--- config.mk ---
export PLATFORM = sky130hd
export DESIGN_NAME = luma_point_processor_top
export DESIGN_NICKNAME = d
export VERILOG_FILES = /design/src/hw/rtl/lpp_pkg.sv /design/src/hw/rtl/lpp_cfg_regs.sv /design/src/hw/rtl/lpp_front.sv /design/src/hw/rtl/lpp_queue.sv /design/src/hw/rtl/lpp_back.sv /design/src/hw/rtl/luma_point_processor_top.sv
export SDC_FILE = /design/constraint.sdc
export NUM_CORES = 2
export LEC_CHECK = 0
export ABC_AREA = 1
export BUFFER_PORTS_ARGS = -buffer_cell sky130_fd_sc_hd__buf_2
export CORE_MARGIN = 2
export CORE_UTILIZATION = 40
export DETAILED_ROUTE_END_ITERATION = 16
export PLACE_DENSITY = 0.64
export SLEW_MARGIN = 20
export SYNTH_ARGS = -nofsm -noshare
export SYNTH_HDL_FRONTEND = slang
export SYNTH_SLANG_ARGS = --single-unit
--- constraint.sdc ---
create_clock -name clk -period 22.1 [get_ports clk]
set_input_delay 0 -clock clk [delete_from_list [all_inputs] [get_ports clk]]
set_output_delay 0 -clock clk [all_outputs]
set_load 0.1 [all_outputs]
--- src/hw/rtl/lpp_pkg.sv ---
package lpp_pkg;

    // Configuration port geometry.
    localparam int CFG_IDX_W  = 3;
    localparam int CFG_DATA_W = 16;

    // Register indexes on the configuration port.
    localparam logic [CFG_IDX_W-1:0] REG_MODE        = 3'd0;
    localparam logic [CFG_IDX_W-1:0] REG_QUANT_BITS  = 3'd1;
    localparam logic [CFG_IDX_W-1:0] REG_BRIGHTNESS  = 3'd2;
    localparam logic [CFG_IDX_W-1:0] REG_CONTRAST    = 3'd3;
    localparam logic [CFG_IDX_W-1:0] REG_STRETCH_LOW = 3'd4;
    localparam logic [CFG_IDX_W-1:0] REG_STRETCH_HI  = 3'd5;
    localparam logic [CFG_IDX_W-1:0] REG_STRETCH_RAT = 3'd6;

    // Mode register codes.
    typedef enum logic [2:0] {
        MODE_GRAY     = 3'd0,
        MODE_QUANTIZE = 3'd1,
        MODE_BRIGHT   = 3'd2,
        MODE_CONTRAST = 3'd3,
        MODE_STRETCH  = 3'd4
    } mode_t;

    // What the back end has to do with an item.
    typedef enum logic [2:0] {
        KIND_RAW,
        KIND_GRAY,
        KIND_BRIGHT,
        KIND_CONTRAST,
        KIND_STRETCH
    } kind_t;

    typedef struct packed {
        logic [2:0]  mode;
        logic [3:0]  quant_bits;
        logic [7:0]  brightness_offset;
        logic [3:0]  contrast_step;
        logic [7:0]  stretch_low;
        logic [7:0]  stretch_high;
        logic [15:0] stretch_ratio;
    } cfg_t;

    typedef struct packed {
        kind_t      kind;
        logic [7:0] red;
        logic [7:0] green;
        logic [7:0] blue;
    } item_t;

    // Reset values of the registers.
    localparam logic [3:0]  QUANT_BITS_RST    = 4'd8;
    localparam logic [7:0]  STRETCH_HIGH_RST  = 8'd255;
    localparam logic [15:0] STRETCH_RATIO_RST = 16'd256;

    // Division by ten through a reciprocal: exact for dividends below 8192.
    localparam logic [12:0] DIV10_MUL   = 13'd6554;
    localparam int          DIV10_SHIFT = 16;

    // BT.601 coefficients in thousandths.
    localparam longint C_YR  = 65738;
    localparam longint C_YG  = 129057;
    localparam longint C_YB  = 25064;
    localparam longint C_UR  = -37945;
    localparam longint C_UG  = -74494;
    localparam longint C_UB  = 112439;
    localparam longint C_VR  = 112439;
    localparam longint C_VG  = -94154;
    localparam longint C_VB  = -18285;
    localparam longint C_Y   = 298082;
    localparam longint C_RV  = 408583;
    localparam longint C_GU  = -100291;
    localparam longint C_GV  = -208120;
    localparam longint C_BU  = 516411;

    // Coefficient in thousandths scaled by 2^frac, rounded half away from zero.
    function automatic longint fx_coef(input longint milli, input int frac);
        longint mag;
        longint q;
        mag = (milli < 0) ? -milli : milli;
        q   = (mag * (longint'(1) << frac) + 500) / 1000;
        return (milli < 0) ? -q : q;
    endfunction

endpackage

--- src/hw/rtl/lpp_cfg_regs.sv ---
module lpp_cfg_regs (
    input  logic                            clk,
    input  logic                            rst_n,
    input  logic                            wr_en,
    input  logic [lpp_pkg::CFG_IDX_W-1:0]   wr_index,
    input  logic [lpp_pkg::CFG_DATA_W-1:0]  wr_data,
    output lpp_pkg::cfg_t                   cfg
);

    lpp_pkg::cfg_t cfg_reg;
    lpp_pkg::cfg_t cfg_next;

    always_comb
    begin
        cfg_next = cfg_reg;
        if (wr_en)
        begin
            unique case (wr_index)
                lpp_pkg::REG_MODE:        cfg_next.mode              = wr_data[2:0];
                lpp_pkg::REG_QUANT_BITS:  cfg_next.quant_bits        = wr_data[3:0];
                lpp_pkg::REG_BRIGHTNESS:  cfg_next.brightness_offset = wr_data[7:0];
                lpp_pkg::REG_CONTRAST:    cfg_next.contrast_step     = wr_data[3:0];
                lpp_pkg::REG_STRETCH_LOW: cfg_next.stretch_low       = wr_data[7:0];
                lpp_pkg::REG_STRETCH_HI:  cfg_next.stretch_high      = wr_data[7:0];
                lpp_pkg::REG_STRETCH_RAT: cfg_next.stretch_ratio     = wr_data[15:0];
                default:                  cfg_next = cfg_reg;
            endcase
        end
    end

    always_ff @(posedge clk or negedge rst_n)
    begin
        if (!rst_n)
        begin
            cfg_reg.mode              <= lpp_pkg::MODE_GRAY;
            cfg_reg.quant_bits        <= lpp_pkg::QUANT_BITS_RST;
            cfg_reg.brightness_offset <= '0;
            cfg_reg.contrast_step     <= '0;
            cfg_reg.stretch_low       <= '0;
            cfg_reg.stretch_high      <= lpp_pkg::STRETCH_HIGH_RST;
            cfg_reg.stretch_ratio     <= lpp_pkg::STRETCH_RATIO_RST;
        end
        else
        begin
            cfg_reg <= cfg_next;
        end
    end

    assign cfg = cfg_reg;

endmodule

--- src/hw/rtl/lpp_front.sv ---
module lpp_front (
    input  logic                 in_valid,
    output logic                 in_ready,
    input  logic [7:0]           red,
    input  logic [7:0]           green,
    input  logic [7:0]           blue,
    input  lpp_pkg::cfg_t        cfg,
    input  logic                 queue_full,
    output logic                 push,
    output lpp_pkg::item_t       item
);

    logic [7:0] keep_mask;

    // Quantize keeps the top quant_bits bits of each channel.
    always_comb
    begin
        unique case (cfg.quant_bits) inside
            4'd0:          keep_mask = 8'h00;
            [4'd1:4'd7]:   keep_mask = 8'(8'hFF << (4'd8 - cfg.quant_bits));
            default:       keep_mask = 8'hFF;
        endcase
    end

    always_comb
    begin
        item.red   = red;
        item.green = green;
        item.blue  = blue;
        unique case (cfg.mode)
            lpp_pkg::MODE_GRAY:     item.kind = lpp_pkg::KIND_GRAY;
            lpp_pkg::MODE_QUANTIZE:
            begin
                item.kind  = lpp_pkg::KIND_RAW;
                item.red   = red & keep_mask;
                item.green = green & keep_mask;
                item.blue  = blue & keep_mask;
            end
            lpp_pkg::MODE_BRIGHT:   item.kind = lpp_pkg::KIND_BRIGHT;
            lpp_pkg::MODE_CONTRAST: item.kind = lpp_pkg::KIND_CONTRAST;
            lpp_pkg::MODE_STRETCH:  item.kind = lpp_pkg::KIND_STRETCH;
            default:                item.kind = lpp_pkg::KIND_RAW;
        endcase
    end

    assign in_ready = !queue_full;
    assign push     = in_valid && !queue_full;

endmodule

--- src/hw/rtl/lpp_queue.sv ---
module lpp_queue #(
    parameter int DEPTH = 4
) (
    input  logic            clk,
    input  logic            rst_n,
    input  logic            push,
    input  lpp_pkg::item_t  push_item,
    output logic            full,
    output logic            pop_valid,
    input  logic            pop_ready,
    output lpp_pkg::item_t  pop_item
);

    localparam int AW = (DEPTH > 1) ? $clog2(DEPTH) : 1;
    localparam int CW = $clog2(DEPTH + 1);
    localparam logic [AW-1:0] LAST = AW'(DEPTH - 1);

    lpp_pkg::item_t mem [DEPTH];

    logic [AW-1:0] wr_ptr_reg, wr_ptr_next;
    logic [AW-1:0] rd_ptr_reg, rd_ptr_next;
    logic [CW-1:0] count_reg, count_next;
    logic          pop;

    assign pop       = pop_valid && pop_ready;
    assign pop_valid = (count_reg != '0);
    assign full      = (count_reg == CW'(DEPTH));
    assign pop_item  = mem[rd_ptr_reg];

    always_comb
    begin
        wr_ptr_next = wr_ptr_reg;
        rd_ptr_next = rd_ptr_reg;
        count_next  = count_reg;
        if (push)
        begin
            wr_ptr_next = (wr_ptr_reg == LAST) ? '0 : wr_ptr_reg + 1'b1;
        end
        if (pop)
        begin
            rd_ptr_next = (rd_ptr_reg == LAST) ? '0 : rd_ptr_reg + 1'b1;
        end
        if (push && !pop)
        begin
            count_next = count_reg + 1'b1;
        end
        else if (pop && !push)
        begin
            count_next = count_reg - 1'b1;
        end
    end

    always_ff @(posedge clk or negedge rst_n)
    begin
        if (!rst_n)
        begin
            wr_ptr_reg <= '0;
            rd_ptr_reg <= '0;
            count_reg  <= '0;
        end
        else
        begin
            wr_ptr_reg <= wr_ptr_next;
            rd_ptr_reg <= rd_ptr_next;
            count_reg  <= count_next;
        end
    end

    always_ff @(posedge clk)
    begin
        if (push)
        begin
            mem[wr_ptr_reg] <= push_item;
        end
    end

endmodule

--- src/hw/rtl/lpp_back.sv ---
module lpp_back #(
    parameter int COEF_FRAC_BITS = 10
) (
    input  logic            clk,
    input  logic            rst_n,
    input  logic            in_valid,
    output logic            in_ready,
    input  lpp_pkg::item_t  in_item,
    input  lpp_pkg::cfg_t   cfg,
    output logic            out_valid,
    input  logic            out_ready,
    output logic [7:0]      red_out,
    output logic [7:0]      green_out,
    output logic [7:0]      blue_out
);

    localparam int KW = COEF_FRAC_BITS + 11;
    localparam int PW = KW + 9;
    localparam int SW = PW + 2;
    localparam int SH = 8 + COEF_FRAC_BITS;

    localparam logic signed [KW-1:0] K_YR = KW'(lpp_pkg::fx_coef(lpp_pkg::C_YR, COEF_FRAC_BITS));
    localparam logic signed [KW-1:0] K_YG = KW'(lpp_pkg::fx_coef(lpp_pkg::C_YG, COEF_FRAC_BITS));
    localparam logic signed [KW-1:0] K_YB = KW'(lpp_pkg::fx_coef(lpp_pkg::C_YB, COEF_FRAC_BITS));
    localparam logic signed [KW-1:0] K_UR = KW'(lpp_pkg::fx_coef(lpp_pkg::C_UR, COEF_FRAC_BITS));
    localparam logic signed [KW-1:0] K_UG = KW'(lpp_pkg::fx_coef(lpp_pkg::C_UG, COEF_FRAC_BITS));
    localparam logic signed [KW-1:0] K_UB = KW'(lpp_pkg::fx_coef(lpp_pkg::C_UB, COEF_FRAC_BITS));
    localparam logic signed [KW-1:0] K_VR = KW'(lpp_pkg::fx_coef(lpp_pkg::C_VR, COEF_FRAC_BITS));
    localparam logic signed [KW-1:0] K_VG = KW'(lpp_pkg::fx_coef(lpp_pkg::C_VG, COEF_FRAC_BITS));
    localparam logic signed [KW-1:0] K_VB = KW'(lpp_pkg::fx_coef(lpp_pkg::C_VB, COEF_FRAC_BITS));
    localparam logic signed [KW-1:0] K_Y  = KW'(lpp_pkg::fx_coef(lpp_pkg::C_Y, COEF_FRAC_BITS));
    localparam logic signed [KW-1:0] K_RV = KW'(lpp_pkg::fx_coef(lpp_pkg::C_RV, COEF_FRAC_BITS));
    localparam logic signed [KW-1:0] K_GU = KW'(lpp_pkg::fx_coef(lpp_pkg::C_GU, COEF_FRAC_BITS));
    localparam logic signed [KW-1:0] K_GV = KW'(lpp_pkg::fx_coef(lpp_pkg::C_GV, COEF_FRAC_BITS));
    localparam logic signed [KW-1:0] K_BU = KW'(lpp_pkg::fx_coef(lpp_pkg::C_BU, COEF_FRAC_BITS));

    localparam logic signed [SW-1:0] DIV_BIAS = {{(SW - SH){1'b0}}, {SH{1'b1}}};
    localparam logic signed [SW-1:0] MAX8     = SW'(255);

    // Divide by 2^SH with truncation toward zero.
    function automatic logic signed [SW-1:0] trunc_div(input logic signed [SW-1:0] v);
        logic signed [SW-1:0] bias;
        bias = v[SW-1] ? DIV_BIAS : '0;
        return (v + bias) >>> SH;
    endfunction

    function automatic logic [7:0] clamp8(input logic signed [SW-1:0] v);
        logic [7:0] r;
        if (v[SW-1])
        begin
            r = 8'd0;
        end
        else if (v > MAX8)
        begin
            r = 8'd255;
        end
        else
        begin
            r = v[7:0];
        end
        return r;
    endfunction

    // The whole pipeline advances together unless the output register is held.
    logic advance;
    assign advance  = !out_valid || out_ready;
    assign in_ready = advance;

    // Stage valid bits.
    logic v1_reg, v2_reg, v3_reg, v4_reg, v5_reg, v6_reg;

    // Kind and carried pixel per stage.
    lpp_pkg::kind_t kind1_reg, kind2_reg, kind3_reg, kind4_reg, kind5_reg;
    logic [23:0]    pix1_reg, pix2_reg, pix3_reg, pix4_reg, pix5_reg;
    logic [23:0]    pix3_next;

    // Stage 1: forward products.
    logic signed [8:0]    r_s, g_s, b_s;
    logic signed [PW-1:0] p_yr_reg, p_yg_reg, p_yb_reg;
    logic signed [PW-1:0] p_ur_reg, p_ug_reg, p_ub_reg;
    logic signed [PW-1:0] p_vr_reg, p_vg_reg, p_vb_reg;
    logic signed [PW-1:0] p_yr_next, p_yg_next, p_yb_next;
    logic signed [PW-1:0] p_ur_next, p_ug_next, p_ub_next;
    logic signed [PW-1:0] p_vr_next, p_vg_next, p_vb_next;

    assign r_s = $signed({1'b0, in_item.red});
    assign g_s = $signed({1'b0, in_item.green});
    assign b_s = $signed({1'b0, in_item.blue});

    assign p_yr_next = K_YR * r_s;
    assign p_yg_next = K_YG * g_s;
    assign p_yb_next = K_YB * b_s;
    assign p_ur_next = K_UR * r_s;
    assign p_ug_next = K_UG * g_s;
    assign p_ub_next = K_UB * b_s;
    assign p_vr_next = K_VR * r_s;
    assign p_vg_next = K_VG * g_s;
    assign p_vb_next = K_VB * b_s;

    // Stage 2: luma and chroma offsets u = Cb - 128, v = Cr - 128.
    logic signed [SW-1:0] q_y, q_u, q_v;
    logic [7:0]           y2_reg, y2_next;
    logic signed [8:0]    u2_reg, v2c_reg, u2_next, v2c_next;

    assign q_y = trunc_div(SW'(p_yr_reg) + SW'(p_yg_reg) + SW'(p_yb_reg));
    assign q_u = trunc_div(SW'(p_ur_reg) + SW'(p_ug_reg) + SW'(p_ub_reg));
    assign q_v = trunc_div(SW'(p_vr_reg) + SW'(p_vg_reg) + SW'(p_vb_reg));

    assign y2_next  = q_y[7:0] + 8'd16;
    assign u2_next  = q_u[8:0];
    assign v2c_next = q_v[8:0];

    // Stage 3: luma change, first step (sum or product).
    logic [8:0]        bright_sum;
    logic [12:0]       contrast_prod;
    logic [7:0]        stretch_diff;
    logic [23:0]       stretch_prod;
    logic [23:0]       ym3_reg, ym3_next;
    logic              le_low3_reg, ge_high3_reg;
    logic              le_low3_next, ge_high3_next;
    logic signed [8:0] u3_reg, v3c_reg;

    assign bright_sum    = {1'b0, y2_reg} + {1'b0, cfg.brightness_offset};
    assign contrast_prod = 13'(y2_reg) * 13'(5'd10 + {1'b0, cfg.contrast_step});
    assign stretch_diff  = y2_reg - cfg.stretch_low;
    assign stretch_prod  = 24'(stretch_diff) * 24'(cfg.stretch_ratio);
    assign le_low3_next  = (y2_reg <= cfg.stretch_low);
    assign ge_high3_next = (y2_reg >= cfg.stretch_high);

    always_comb
    begin
        case (kind2_reg)
            lpp_pkg::KIND_BRIGHT:   ym3_next = 24'(bright_sum);
            lpp_pkg::KIND_CONTRAST: ym3_next = 24'(contrast_prod);
            lpp_pkg::KIND_STRETCH:  ym3_next = stretch_prod;
            default:                ym3_next = '0;
        endcase
    end

    // Gray items take their luma on all channels here and ride to the end.
    assign pix3_next = (kind2_reg == lpp_pkg::KIND_GRAY) ? {y2_reg, y2_reg, y2_reg} : pix2_reg;

    // Stage 4: luma change, final step with saturation.
    logic [25:0]       div10_prod;
    logic [9:0]        div10_quot;
    logic [7:0]        yn4_reg, yn4_next;
    logic signed [8:0] u4_reg, v4c_reg;

    assign div10_prod = 26'(ym3_reg[12:0]) * 26'(lpp_pkg::DIV10_MUL);
    assign div10_quot = div10_prod[lpp_pkg::DIV10_SHIFT +: 10];

    always_comb
    begin
        case (kind3_reg)
            lpp_pkg::KIND_BRIGHT:
                yn4_next = ym3_reg[8] ? 8'd255 : ym3_reg[7:0];
            lpp_pkg::KIND_CONTRAST:
                yn4_next = (div10_quot[9:8] != 2'b00) ? 8'd255 : div10_quot[7:0];
            lpp_pkg::KIND_STRETCH:
            begin
                if (le_low3_reg)
                begin
                    yn4_next = 8'd0;
                end
                else if (ge_high3_reg || (ym3_reg[23:16] != 8'd0))
                begin
                    yn4_next = 8'd255;
                end
                else
                begin
                    yn4_next = ym3_reg[15:8];
                end
            end
            default:
                yn4_next = 8'd0;
        endcase
    end

    // Stage 5: inverse products.
    logic signed [8:0]    ys4;
    logic signed [PW-1:0] p_y_reg, p_rv_reg, p_gu_reg, p_gv_reg, p_bu_reg;
    logic signed [PW-1:0] p_y_next, p_rv_next, p_gu_next, p_gv_next, p_bu_next;

    assign ys4       = $signed({1'b0, yn4_reg}) - 9'sd16;
    assign p_y_next  = K_Y * ys4;
    assign p_rv_next = K_RV * v4c_reg;
    assign p_gu_next = K_GU * u4_reg;
    assign p_gv_next = K_GV * v4c_reg;
    assign p_bu_next = K_BU * u4_reg;

    // Stage 6: sums, division, clamp and output selection.
    logic [7:0]  conv_r, conv_g, conv_b;
    logic [23:0] pix6_reg, pix6_next;

    assign conv_r = clamp8(trunc_div(SW'(p_y_reg) + SW'(p_rv_reg)));
    assign conv_g = clamp8(trunc_div(SW'(p_y_reg) + SW'(p_gu_reg) + SW'(p_gv_reg)));
    assign conv_b = clamp8(trunc_div(SW'(p_y_reg) + SW'(p_bu_reg)));

    always_comb
    begin
        case (kind5_reg) inside
            lpp_pkg::KIND_BRIGHT,
            lpp_pkg::KIND_CONTRAST,
            lpp_pkg::KIND_STRETCH: pix6_next = {conv_b, conv_g, conv_r};
            default:               pix6_next = pix5_reg;
        endcase
    end

    always_ff @(posedge clk or negedge rst_n)
    begin
        if (!rst_n)
        begin
            v1_reg <= 1'b0;
            v2_reg <= 1'b0;
            v3_reg <= 1'b0;
            v4_reg <= 1'b0;
            v5_reg <= 1'b0;
            v6_reg <= 1'b0;
        end
        else if (advance)
        begin
            v1_reg <= in_valid;
            v2_reg <= v1_reg;
            v3_reg <= v2_reg;
            v4_reg <= v3_reg;
            v5_reg <= v4_reg;
            v6_reg <= v5_reg;
        end
    end

    always_ff @(posedge clk)
    begin
        if (advance)
        begin
            kind1_reg <= in_item.kind;
            pix1_reg  <= {in_item.blue, in_item.green, in_item.red};
            p_yr_reg  <= p_yr_next;
            p_yg_reg  <= p_yg_next;
            p_yb_reg  <= p_yb_next;
            p_ur_reg  <= p_ur_next;
            p_ug_reg  <= p_ug_next;
            p_ub_reg  <= p_ub_next;
            p_vr_reg  <= p_vr_next;
            p_vg_reg  <= p_vg_next;
            p_vb_reg  <= p_vb_next;

            kind2_reg <= kind1_reg;
            pix2_reg  <= pix1_reg;
            y2_reg    <= y2_next;
            u2_reg    <= u2_next;
            v2c_reg   <= v2c_next;

            kind3_reg    <= kind2_reg;
            pix3_reg     <= pix3_next;
            ym3_reg      <= ym3_next;
            le_low3_reg  <= le_low3_next;
            ge_high3_reg <= ge_high3_next;
            u3_reg       <= u2_reg;
            v3c_reg      <= v2c_reg;

            kind4_reg <= kind3_reg;
            pix4_reg  <= pix3_reg;
            yn4_reg   <= yn4_next;
            u4_reg    <= u3_reg;
            v4c_reg   <= v3c_reg;

            kind5_reg <= kind4_reg;
            pix5_reg  <= pix4_reg;
            p_y_reg   <= p_y_next;
            p_rv_reg  <= p_rv_next;
            p_gu_reg  <= p_gu_next;
            p_gv_reg  <= p_gv_next;
            p_bu_reg  <= p_bu_next;

            pix6_reg  <= pix6_next;
        end
    end

    assign out_valid = v6_reg;
    assign red_out   = pix6_reg[7:0];
    assign green_out = pix6_reg[15:8];
    assign blue_out  = pix6_reg[23:16];

endmodule

--- src/hw/rtl/luma_point_processor_top.sv ---
// Per-pixel point operation on an 8-bit RGB stream, chosen by the mode register:
// gray (BT.601 luma on all channels), quantize, or a brightness, contrast or
// stretch change of Y done in the YCbCr domain and converted back to RGB; unused mode codes pass the pixel through.
// The block takes one pixel per clock unless its queue is full and delivers
// one result per pixel, in order. The rate is set by the six-stage back-end
// pipeline, which moves as a whole whenever its output register is empty or
// is being taken. A short queue in front of it keeps s_tready high while the
// output side stalls, until the queue fills. Configuration writes are always
// accepted (cfg_ready is tied high) and must only be issued while no pixel
// is in flight.
module luma_point_processor_top #(
    parameter int COEF_FRAC_BITS = 10,
    parameter int QUEUE_DEPTH    = 4
) (
    input  logic                            clk,
    input  logic                            rst_n,

    // Pixel input stream.
    input  logic                            s_tvalid,
    output logic                            s_tready,
    // s_tdata fields from bit 0: red_in[7:0], green_in[15:8], blue_in[23:16].
    input  logic [23:0]                     s_tdata,

    // Pixel output stream.
    output logic                            m_tvalid,
    input  logic                            m_tready,
    // m_tdata fields from bit 0: red_out[7:0], green_out[15:8], blue_out[23:16].
    output logic [23:0]                     m_tdata,

    // Register write channel.
    input  logic                            cfg_valid,
    output logic                            cfg_ready,
    input  logic [lpp_pkg::CFG_IDX_W-1:0]   cfg_index,
    input  logic [lpp_pkg::CFG_DATA_W-1:0]  cfg_data
);

    lpp_pkg::cfg_t  cfg;
    lpp_pkg::item_t front_item;
    lpp_pkg::item_t queue_item;
    logic           push;
    logic           queue_full;
    logic           queue_valid;
    logic           back_ready;

    // The register file never stalls a write.
    assign cfg_ready = 1'b1;

    lpp_cfg_regs u_cfg_regs (
        .clk      (clk),
        .rst_n    (rst_n),
        .wr_en    (cfg_valid),
        .wr_index (cfg_index),
        .wr_data  (cfg_data),
        .cfg      (cfg)
    );

    // The front end decodes the mode for each pixel and applies quantize and
    // pass-through right away, so the back end sees an item kind rather than the mode.
    lpp_front u_front (
        .in_valid   (s_tvalid),
        .in_ready   (s_tready),
        .red        (s_tdata[7:0]),
        .green      (s_tdata[15:8]),
        .blue       (s_tdata[23:16]),
        .cfg        (cfg),
        .queue_full (queue_full),
        .push       (push),
        .item       (front_item)
    );

    lpp_queue #(
        .DEPTH (QUEUE_DEPTH)
    ) u_queue (
        .clk       (clk),
        .rst_n     (rst_n),
        .push      (push),
        .push_item (front_item),
        .full      (queue_full),
        .pop_valid (queue_valid),
        .pop_ready (back_ready),
        .pop_item  (queue_item)
    );

    // The back end holds the color conversion pipeline and the output register.
    lpp_back #(
        .COEF_FRAC_BITS (COEF_FRAC_BITS)
    ) u_back (
        .clk       (clk),
        .rst_n     (rst_n),
        .in_valid  (queue_valid),
        .in_ready  (back_ready),
        .in_item   (queue_item),
        .cfg       (cfg),
        .out_valid (m_tvalid),
        .out_ready (m_tready),
        .red_out   (m_tdata[7:0]),
        .green_out (m_tdata[15:8]),
        .blue_out  (m_tdata[23:16])
    );

endmodule

Word-level counts from Yosys, hierarchy flattened
Memory sizes are Yosys's and may differ from the RTL's.
Cells that the tools add are included.

storage, ports and cells
  memory bits (writable) = 108
  bits of input ports = 48
  output and inout port bits = 27
  logic and storage cells = 185
  memories = 1
  flip-flop bits (word level) = 675

operators by class
  mux-type cells = 29
  add/subtract/negate cells = 26
  shift operators = 1
  reductions and logical operators = 26
  order comparisons = 7
  bitwise logic cells = 3
  eq/ne operators = 23
  multiply operators = 17

memories
  name         depth  bits a word  rd ports  clocked after memory_dff  write ports  RTL line         RTL
  u_queue.mem  4      27           1         0                         1            lpp_queue.sv:18  lpp_pkg::item_t mem [DEPTH];

operators with widths
  cell                                                                              number
  18-bit two-way mux                                                                6
  8-bit two-way mux                                                                 10
  17-bit by 9-bit multiplier with 26-bit output, first input constant               3
  24-bit two-way mux                                                                3
  24-bit case mux with 3 select lines                                               1
  26-bit by 27-bit adder with 28-bit output                                         2
  27-bit adder                                                                      2
  16-bit by 8-bit multiplier with 24-bit output, first input constant               2
  14-bit by 9-bit multiplier with 23-bit output, first input constant               2
  14-bit by 9-bit greater-than comparator with 1-bit output, second input constant  3
  31-bit by 19-bit adder with 32-bit output                                         1
  32-bit by 19-bit adder with 32-bit output                                         1
  29-bit by 30-bit adder with 31-bit output                                         1
  30-bit by 19-bit adder with 31-bit output                                         1
  30-bit by 28-bit adder with 31-bit output                                         1
  29-bit by 27-bit adder with 30-bit output                                         1
  29-bit by 29-bit adder with 30-bit output                                         1
  3-bit by 2-bit equality test with 1-bit output, second input constant             10
  21-bit by 9-bit multiplier with 30-bit output, first input constant               1
  28-bit by 25-bit adder with 29-bit output                                         1
  28-bit by 26-bit adder with 29-bit output                                         1
  20-bit by 9-bit multiplier with 29-bit output, first input constant               1
  19-bit by 9-bit multiplier with 28-bit output, first input constant               1
  18-bit by 9-bit multiplier with 27-bit output, first input constant               1
  other kinds (43)                                                                  75

Longest topological paths before layout
  depth in word-level cells = 8
  gate-level depth with buffers = 38

Cells and area by module
Synthesis repeated with hierarchy kept, for this count alone.

second synthesis, totals
  cell total of the unflattened synthesis = 8004
  area total of the unflattened synthesis = 76176.8 um^2

modules (own cells, without submodules)
  module                    area each (um^2)  instances  seq. area each (um^2)  cells an instance
  lpp_back                  68921.1           1          17536.8                7302
  lpp_queue                 4755.8            1          3418.3                 369
  lpp_cfg_regs              2030.7            1          1288.7                 232
  lpp_front                 457.9             1          0.0                    99
  luma_point_processor_top  11.3              1          0.0                    2

Worst setup path after synthesis
OpenSTA, ideal clock, no wires.

  path type = register -> register
  start = register u_back.v6_reg, in the netlist u_back.out_valid
  end = register u_back.v1_reg
  setup time = 0.644 ns
  arrival time = 12.560 ns
  cell stages (with the launch flop) = 5
  data required time = 21.456 ns
  slack = 8.897 ns
  period minus slack after synthesis = 13.203 ns
  cell sequence = dfrtp_1 -> inv_1 -> nor2_1 -> inv_1 -> o21ai_0

on the way
  cells in the longest elaborated chain, start to end = 2

ends and longest elaborated chain
  element                   RTL line         RTL
  start: declaration        lpp_back.sv:70   logic v1_reg, v2_reg, v3_reg, v4_reg, v5_reg, v6_reg;
  start signal: assignment  lpp_back.sv:227  v6_reg <= v5_reg;
  1-bit logical NOT         lpp_back.sv:66   assign advance = !out_valid || out_ready;
  1-bit logical OR          lpp_back.sv:66
  end signal: assignment    lpp_back.sv:222  v1_reg <= in_valid;
  end: declaration          lpp_back.sv:70

Every way passes these cells.
A chain may end at the register's enable or synchronous reset.

Worst setup path in the final report
  start = register u_back.y2_reg[2]
  end = register u_back.ym3_reg[23] (data pin)

on the way
  cells in the longest elaborated chain, start to end = 3

ends and longest elaborated chain
  element                                        RTL line         RTL
  start: declaration                             lpp_back.sv:102  logic [7:0] y2_reg, y2_next;
  start signal: assignment                       lpp_back.sv:249  y2_reg <= y2_next;
  8-bit subtractor                               lpp_back.sv:125  assign stretch_diff = y2_reg - cfg.stretch_low;
  8-bit by 16-bit multiplier with 24-bit output  lpp_back.sv:126  assign stretch_prod = 24'(stretch_diff) * 24'(cfg.stretch_ratio);
  24-bit case mux with 3 select lines            lpp_back.sv:132  case (kind2_reg)
  net u_back.ym3_next[23]                        lpp_back.sv:118  logic [23:0] ym3_reg, ym3_next;
  end signal: assignment                         lpp_back.sv:255  ym3_reg <= ym3_next;
  end: declaration                               lpp_back.sv:118

The timed path passes the listed nets, and every way through them passes these cells.

==> metrics.sh <==
STATUS='complete, no violations'
YS_FF_LATCH=751
DRIVE_GT1_SHARE_PCT=4.35
CLOCK_LATENCY_NS=0.73
SETUP_VIOL=0
CLOCK_PATH_BUFFERS=3
DRTITER0DRC=3260
GLOBALROUTEOVERFLOWTOTAL=0
YOSYSSEQAREASHARE_PCT=29.7
POSTSYNTHNETCOUNT=9695
INSTANCES_NO_FILL=10500
HOLDCRITPATHCLASS='in2reg'
RELSLEWSLACK_PCT=30.0
INITIAL_UTILIZATION_PCT=40.4
FIRSTDRTPASSITERS=6
DIE_HEIGHT_UM=437
SLOWEST_DELAY_NS=0.54
GRT_ANTENNA_BEFORE_REPAIR=3
ROUTE.DETAILED.VIAS_PER_INST=5.03
STARTPOINT_TYPE='flop'
NETLIST_TOP_CELLS_COUNT='sky130_fd_sc_hd__inv_1 (1,455), sky130_fd_sc_hd__ha_1 (1,235), sky130_fd_sc_hd__nand2_1 (1,216)'
TIMING.FINAL.MAX_SLEW_VIOLATIONS=0
FINALNETCOUNT=9905
IO_PINS=75
LARGEST_REGISTER_FFS=108
TIMING.FINAL.CRIT_SHARE_PCT=34.7
FIRST_GLOBAL_VIAS=54200
CRIT_PATH_MAX_FANOUT=9
YOSYSMOSTFREQUENTCELL='sky130_fd_sc_hd__inv_1'
SYNTH_TOP_CELL_AREA_SHARE_PCT=27.5
GP_CONGESTION=0.932
ROUTE.DETAILED.DRC=0
SYNTH_FLOP_CELL='sky130_fd_sc_hd__edfxtp_1'
TRITONCTS_NUM_SINKS=751
SYNTHARSTFLOPSHARE_PCT=8.52
PORT_BUFFER_CELLS=73
DESIGN.DIE.AREA_MM2=0.191
FLOW.AREA_GROWTH_FROM_SYNTHESIS_PCT=9.58
SYN_AREA_MM2=0.0750
YOSYS-TOP-CELLS-AREA='sky130_fd_sc_hd__edfxtp_1 (28%), sky130_fd_sc_hd__ha_1 (21%), sky130_fd_sc_hd__fa_1 (17%), sky130_fd_sc_hd__inv_1 (7.3%), sky130_fd_sc_hd__nand2_1 (6.1%)'
HTREEDEPTH=3
ACHIEVABLE-FREQUENCY_MHz=130
AVGSYNTHCELLAREA_UM2=9.65
CLK_ROOT_BUFFER_CELL='sky130_fd_sc_hd__clkbuf_16'
CORE_OUTLINE_AREA_MM2=0.186
VIA_COUNT=53000
NUMBER_OF_SYNTHESIS_WARNINGS=0
CRIT_PATH_TOP_DELAY_CELL='sky130_fd_sc_hd__edfxtp_1'
DIE_W_UM=437
DRT-WIRELENGTH-PER-CELL_UM=18.2
GRT_SETUP_UNREPAIRED='no'
GLOBALROUTETOTALUTIL_PCT=20.2
HPWLAFTERDP_MM=159
FIN_SKEW_NS=0.0686
MULTIINPUTGATEAREA_MM2=0.0471
CRITICAL_PATH.MOST_COMMON_CELL='sky130_fd_sc_hd__nand2_1'
MAX_CAP_VIOL_COUNT=0
POST_SYNTH_NUM_CELL_TYPES=67
FINALWIRELENGTH_MM=192
POST-SYNTH-TOP-AREA-CELL='sky130_fd_sc_hd__edfxtp_1'
WORST_PIN_SLEW_NS=1.04
SYNTHCELLS=7775
SYNTH-EDFF-COUNT=687
ARRIVAL_NS=8.16
GRT_FIRST_PASS_WIRELENGTH_MM=302
TNS_NS=0
PATH_CLK_SLEW_NS=0.07
AREA.SEQUENTIAL_MM2=0.0222
TIMING.FINAL.CRIT_PERIOD_NS=7.67
GRT_MAX_DEGREE=109
CP_DATA_REQUIRED_TIME_NS=22.59
CRIT_TYPE='reg2reg'
UTILIZATION_PCT=44.2
TRITONCTS_BUFFER_COUNT=83
POST_CTS_RESIZED=0
PLACEDCELLCOUNT=10300
FP-ROW-COUNT=158
ENDPOINT_KIND='flop'
TRITONCTS='built'
POSTROUTEANTENNANETS=0
FINAL.FILL_COUNT=17700
TIMING.FINAL.HOLD_VIOLATIONS=0
[stage by stage]
step           setup WS, ns  instance area [µm²]  hold slack (ns)
5_1_grt               13.77                82200           0.0767
3_5_place_dp          14.47                78600            0.255
6_report              14.43                82200           0.0725
2_1_floorplan          8.90                75000           -0.296
4_1_cts               14.45                82200          0.00204
3_3_place_gp          14.41                78600            0.243
[final cells by class]
cell class                      count  area share (%)
Timing Repair Buffer              169            1.49
Clock inverter                     59            1.02
Sequential cell                   751            27.1
Antenna cell                        1         0.00304
Tap cell                         2480            3.78
Clock buffer                       94            2.61
Inverter                         1467            6.71
Multi-Input combinational cell   5513            57.3
[path summary, 6_finish.rpt]
check,slack [ns],endpoint,start,depth (start not counted)
worst min-delay path,0.07,u_cfg_regs.cfg[10],cfg_data[10],4
min in group asynchronous,0.54,u_back.v2_reg,rst_n,4
worst min register to register,0.41,u_back.u3_reg[0],u_back.u2_reg[0],0
worst max-delay path,14.43,u_back.ym3_reg[23],u_back.y2_reg[2],36
worst max register to register,14.43,u_back.ym3_reg[23],u_back.y2_reg[2],36
max in group asynchronous,21.00,u_cfg_regs.cfg[37],rst_n,4
[cell families after synthesis]
logic type	count (synthesis)	synth area share [%]
adders and majority gates	1872	37.6
other	1	0.00500
xor gates and xnor gates	459	5.39
DFF	751	29.7
AOI/OAI and AO/OA	1100	8.23
and+or+nand+nor	2081	11.5
buffers and inverters	1511	7.57
[layout by cell type, fill, tap and decap left out, types with 20 or more instances in the layout]
master,n
sky130_fd_sc_hd__a21o_1,26
sky130_fd_sc_hd__a21oi_1,522
sky130_fd_sc_hd__a31oi_1,26
sky130_fd_sc_hd__buf_2,73
sky130_fd_sc_hd__buf_4,40
sky130_fd_sc_hd__clkbuf_16,83
sky130_fd_sc_hd__clkinv_1,20
sky130_fd_sc_hd__dfrtp_1,54
sky130_fd_sc_hd__dlygate4sd3_1,56
sky130_fd_sc_hd__edfxtp_1,687
sky130_fd_sc_hd__fa_1,637
sky130_fd_sc_hd__ha_1,1235
sky130_fd_sc_hd__inv_1,1454
sky130_fd_sc_hd__nand2_1,1216
sky130_fd_sc_hd__nand3_1,196
sky130_fd_sc_hd__nand4_1,61
sky130_fd_sc_hd__nor2_1,432
sky130_fd_sc_hd__nor3_1,62
sky130_fd_sc_hd__o21ai_0,318
sky130_fd_sc_hd__o21bai_1,39
sky130_fd_sc_hd__xnor2_1,150
sky130_fd_sc_hd__xor2_1,306
[metal layers]
| metal | vias up | track usage [%] | wire [µm] |
|---|---|---|---|
| met5 | - | 0 | 0 |
| met4 | 0 | 6.48 | 6830 |
| met3 | 275 | 2.65 | 8730 |
| met2 | 1102 | 34.1 | 90700 |
| met1 | 25500 | 26.9 | 85900 |
| li1 | 26100 | - | - |
[critical path, delay by kind of cell, from the launching register on]
family / cells / cell delay, ns
buffers and inverters: 5 / 0.63
adder cells (fa/ha/maj): 6 / 2.73
flip-flops: 1 / 0.54
AND/OR/NAND/NOR: 12 / 1.74
AO/OA/AOI/OAI: 13 / 1.77
[timing repair]
action | CTS | global route
setup buffers | 0 | 0
hold buffers | 56 | 0
hold endpoints to repair | 218 | 0
Power is left out: the tool's default activity adds up to more than one toggle a clock period on the data nets, which glitch-free logic cannot reach.
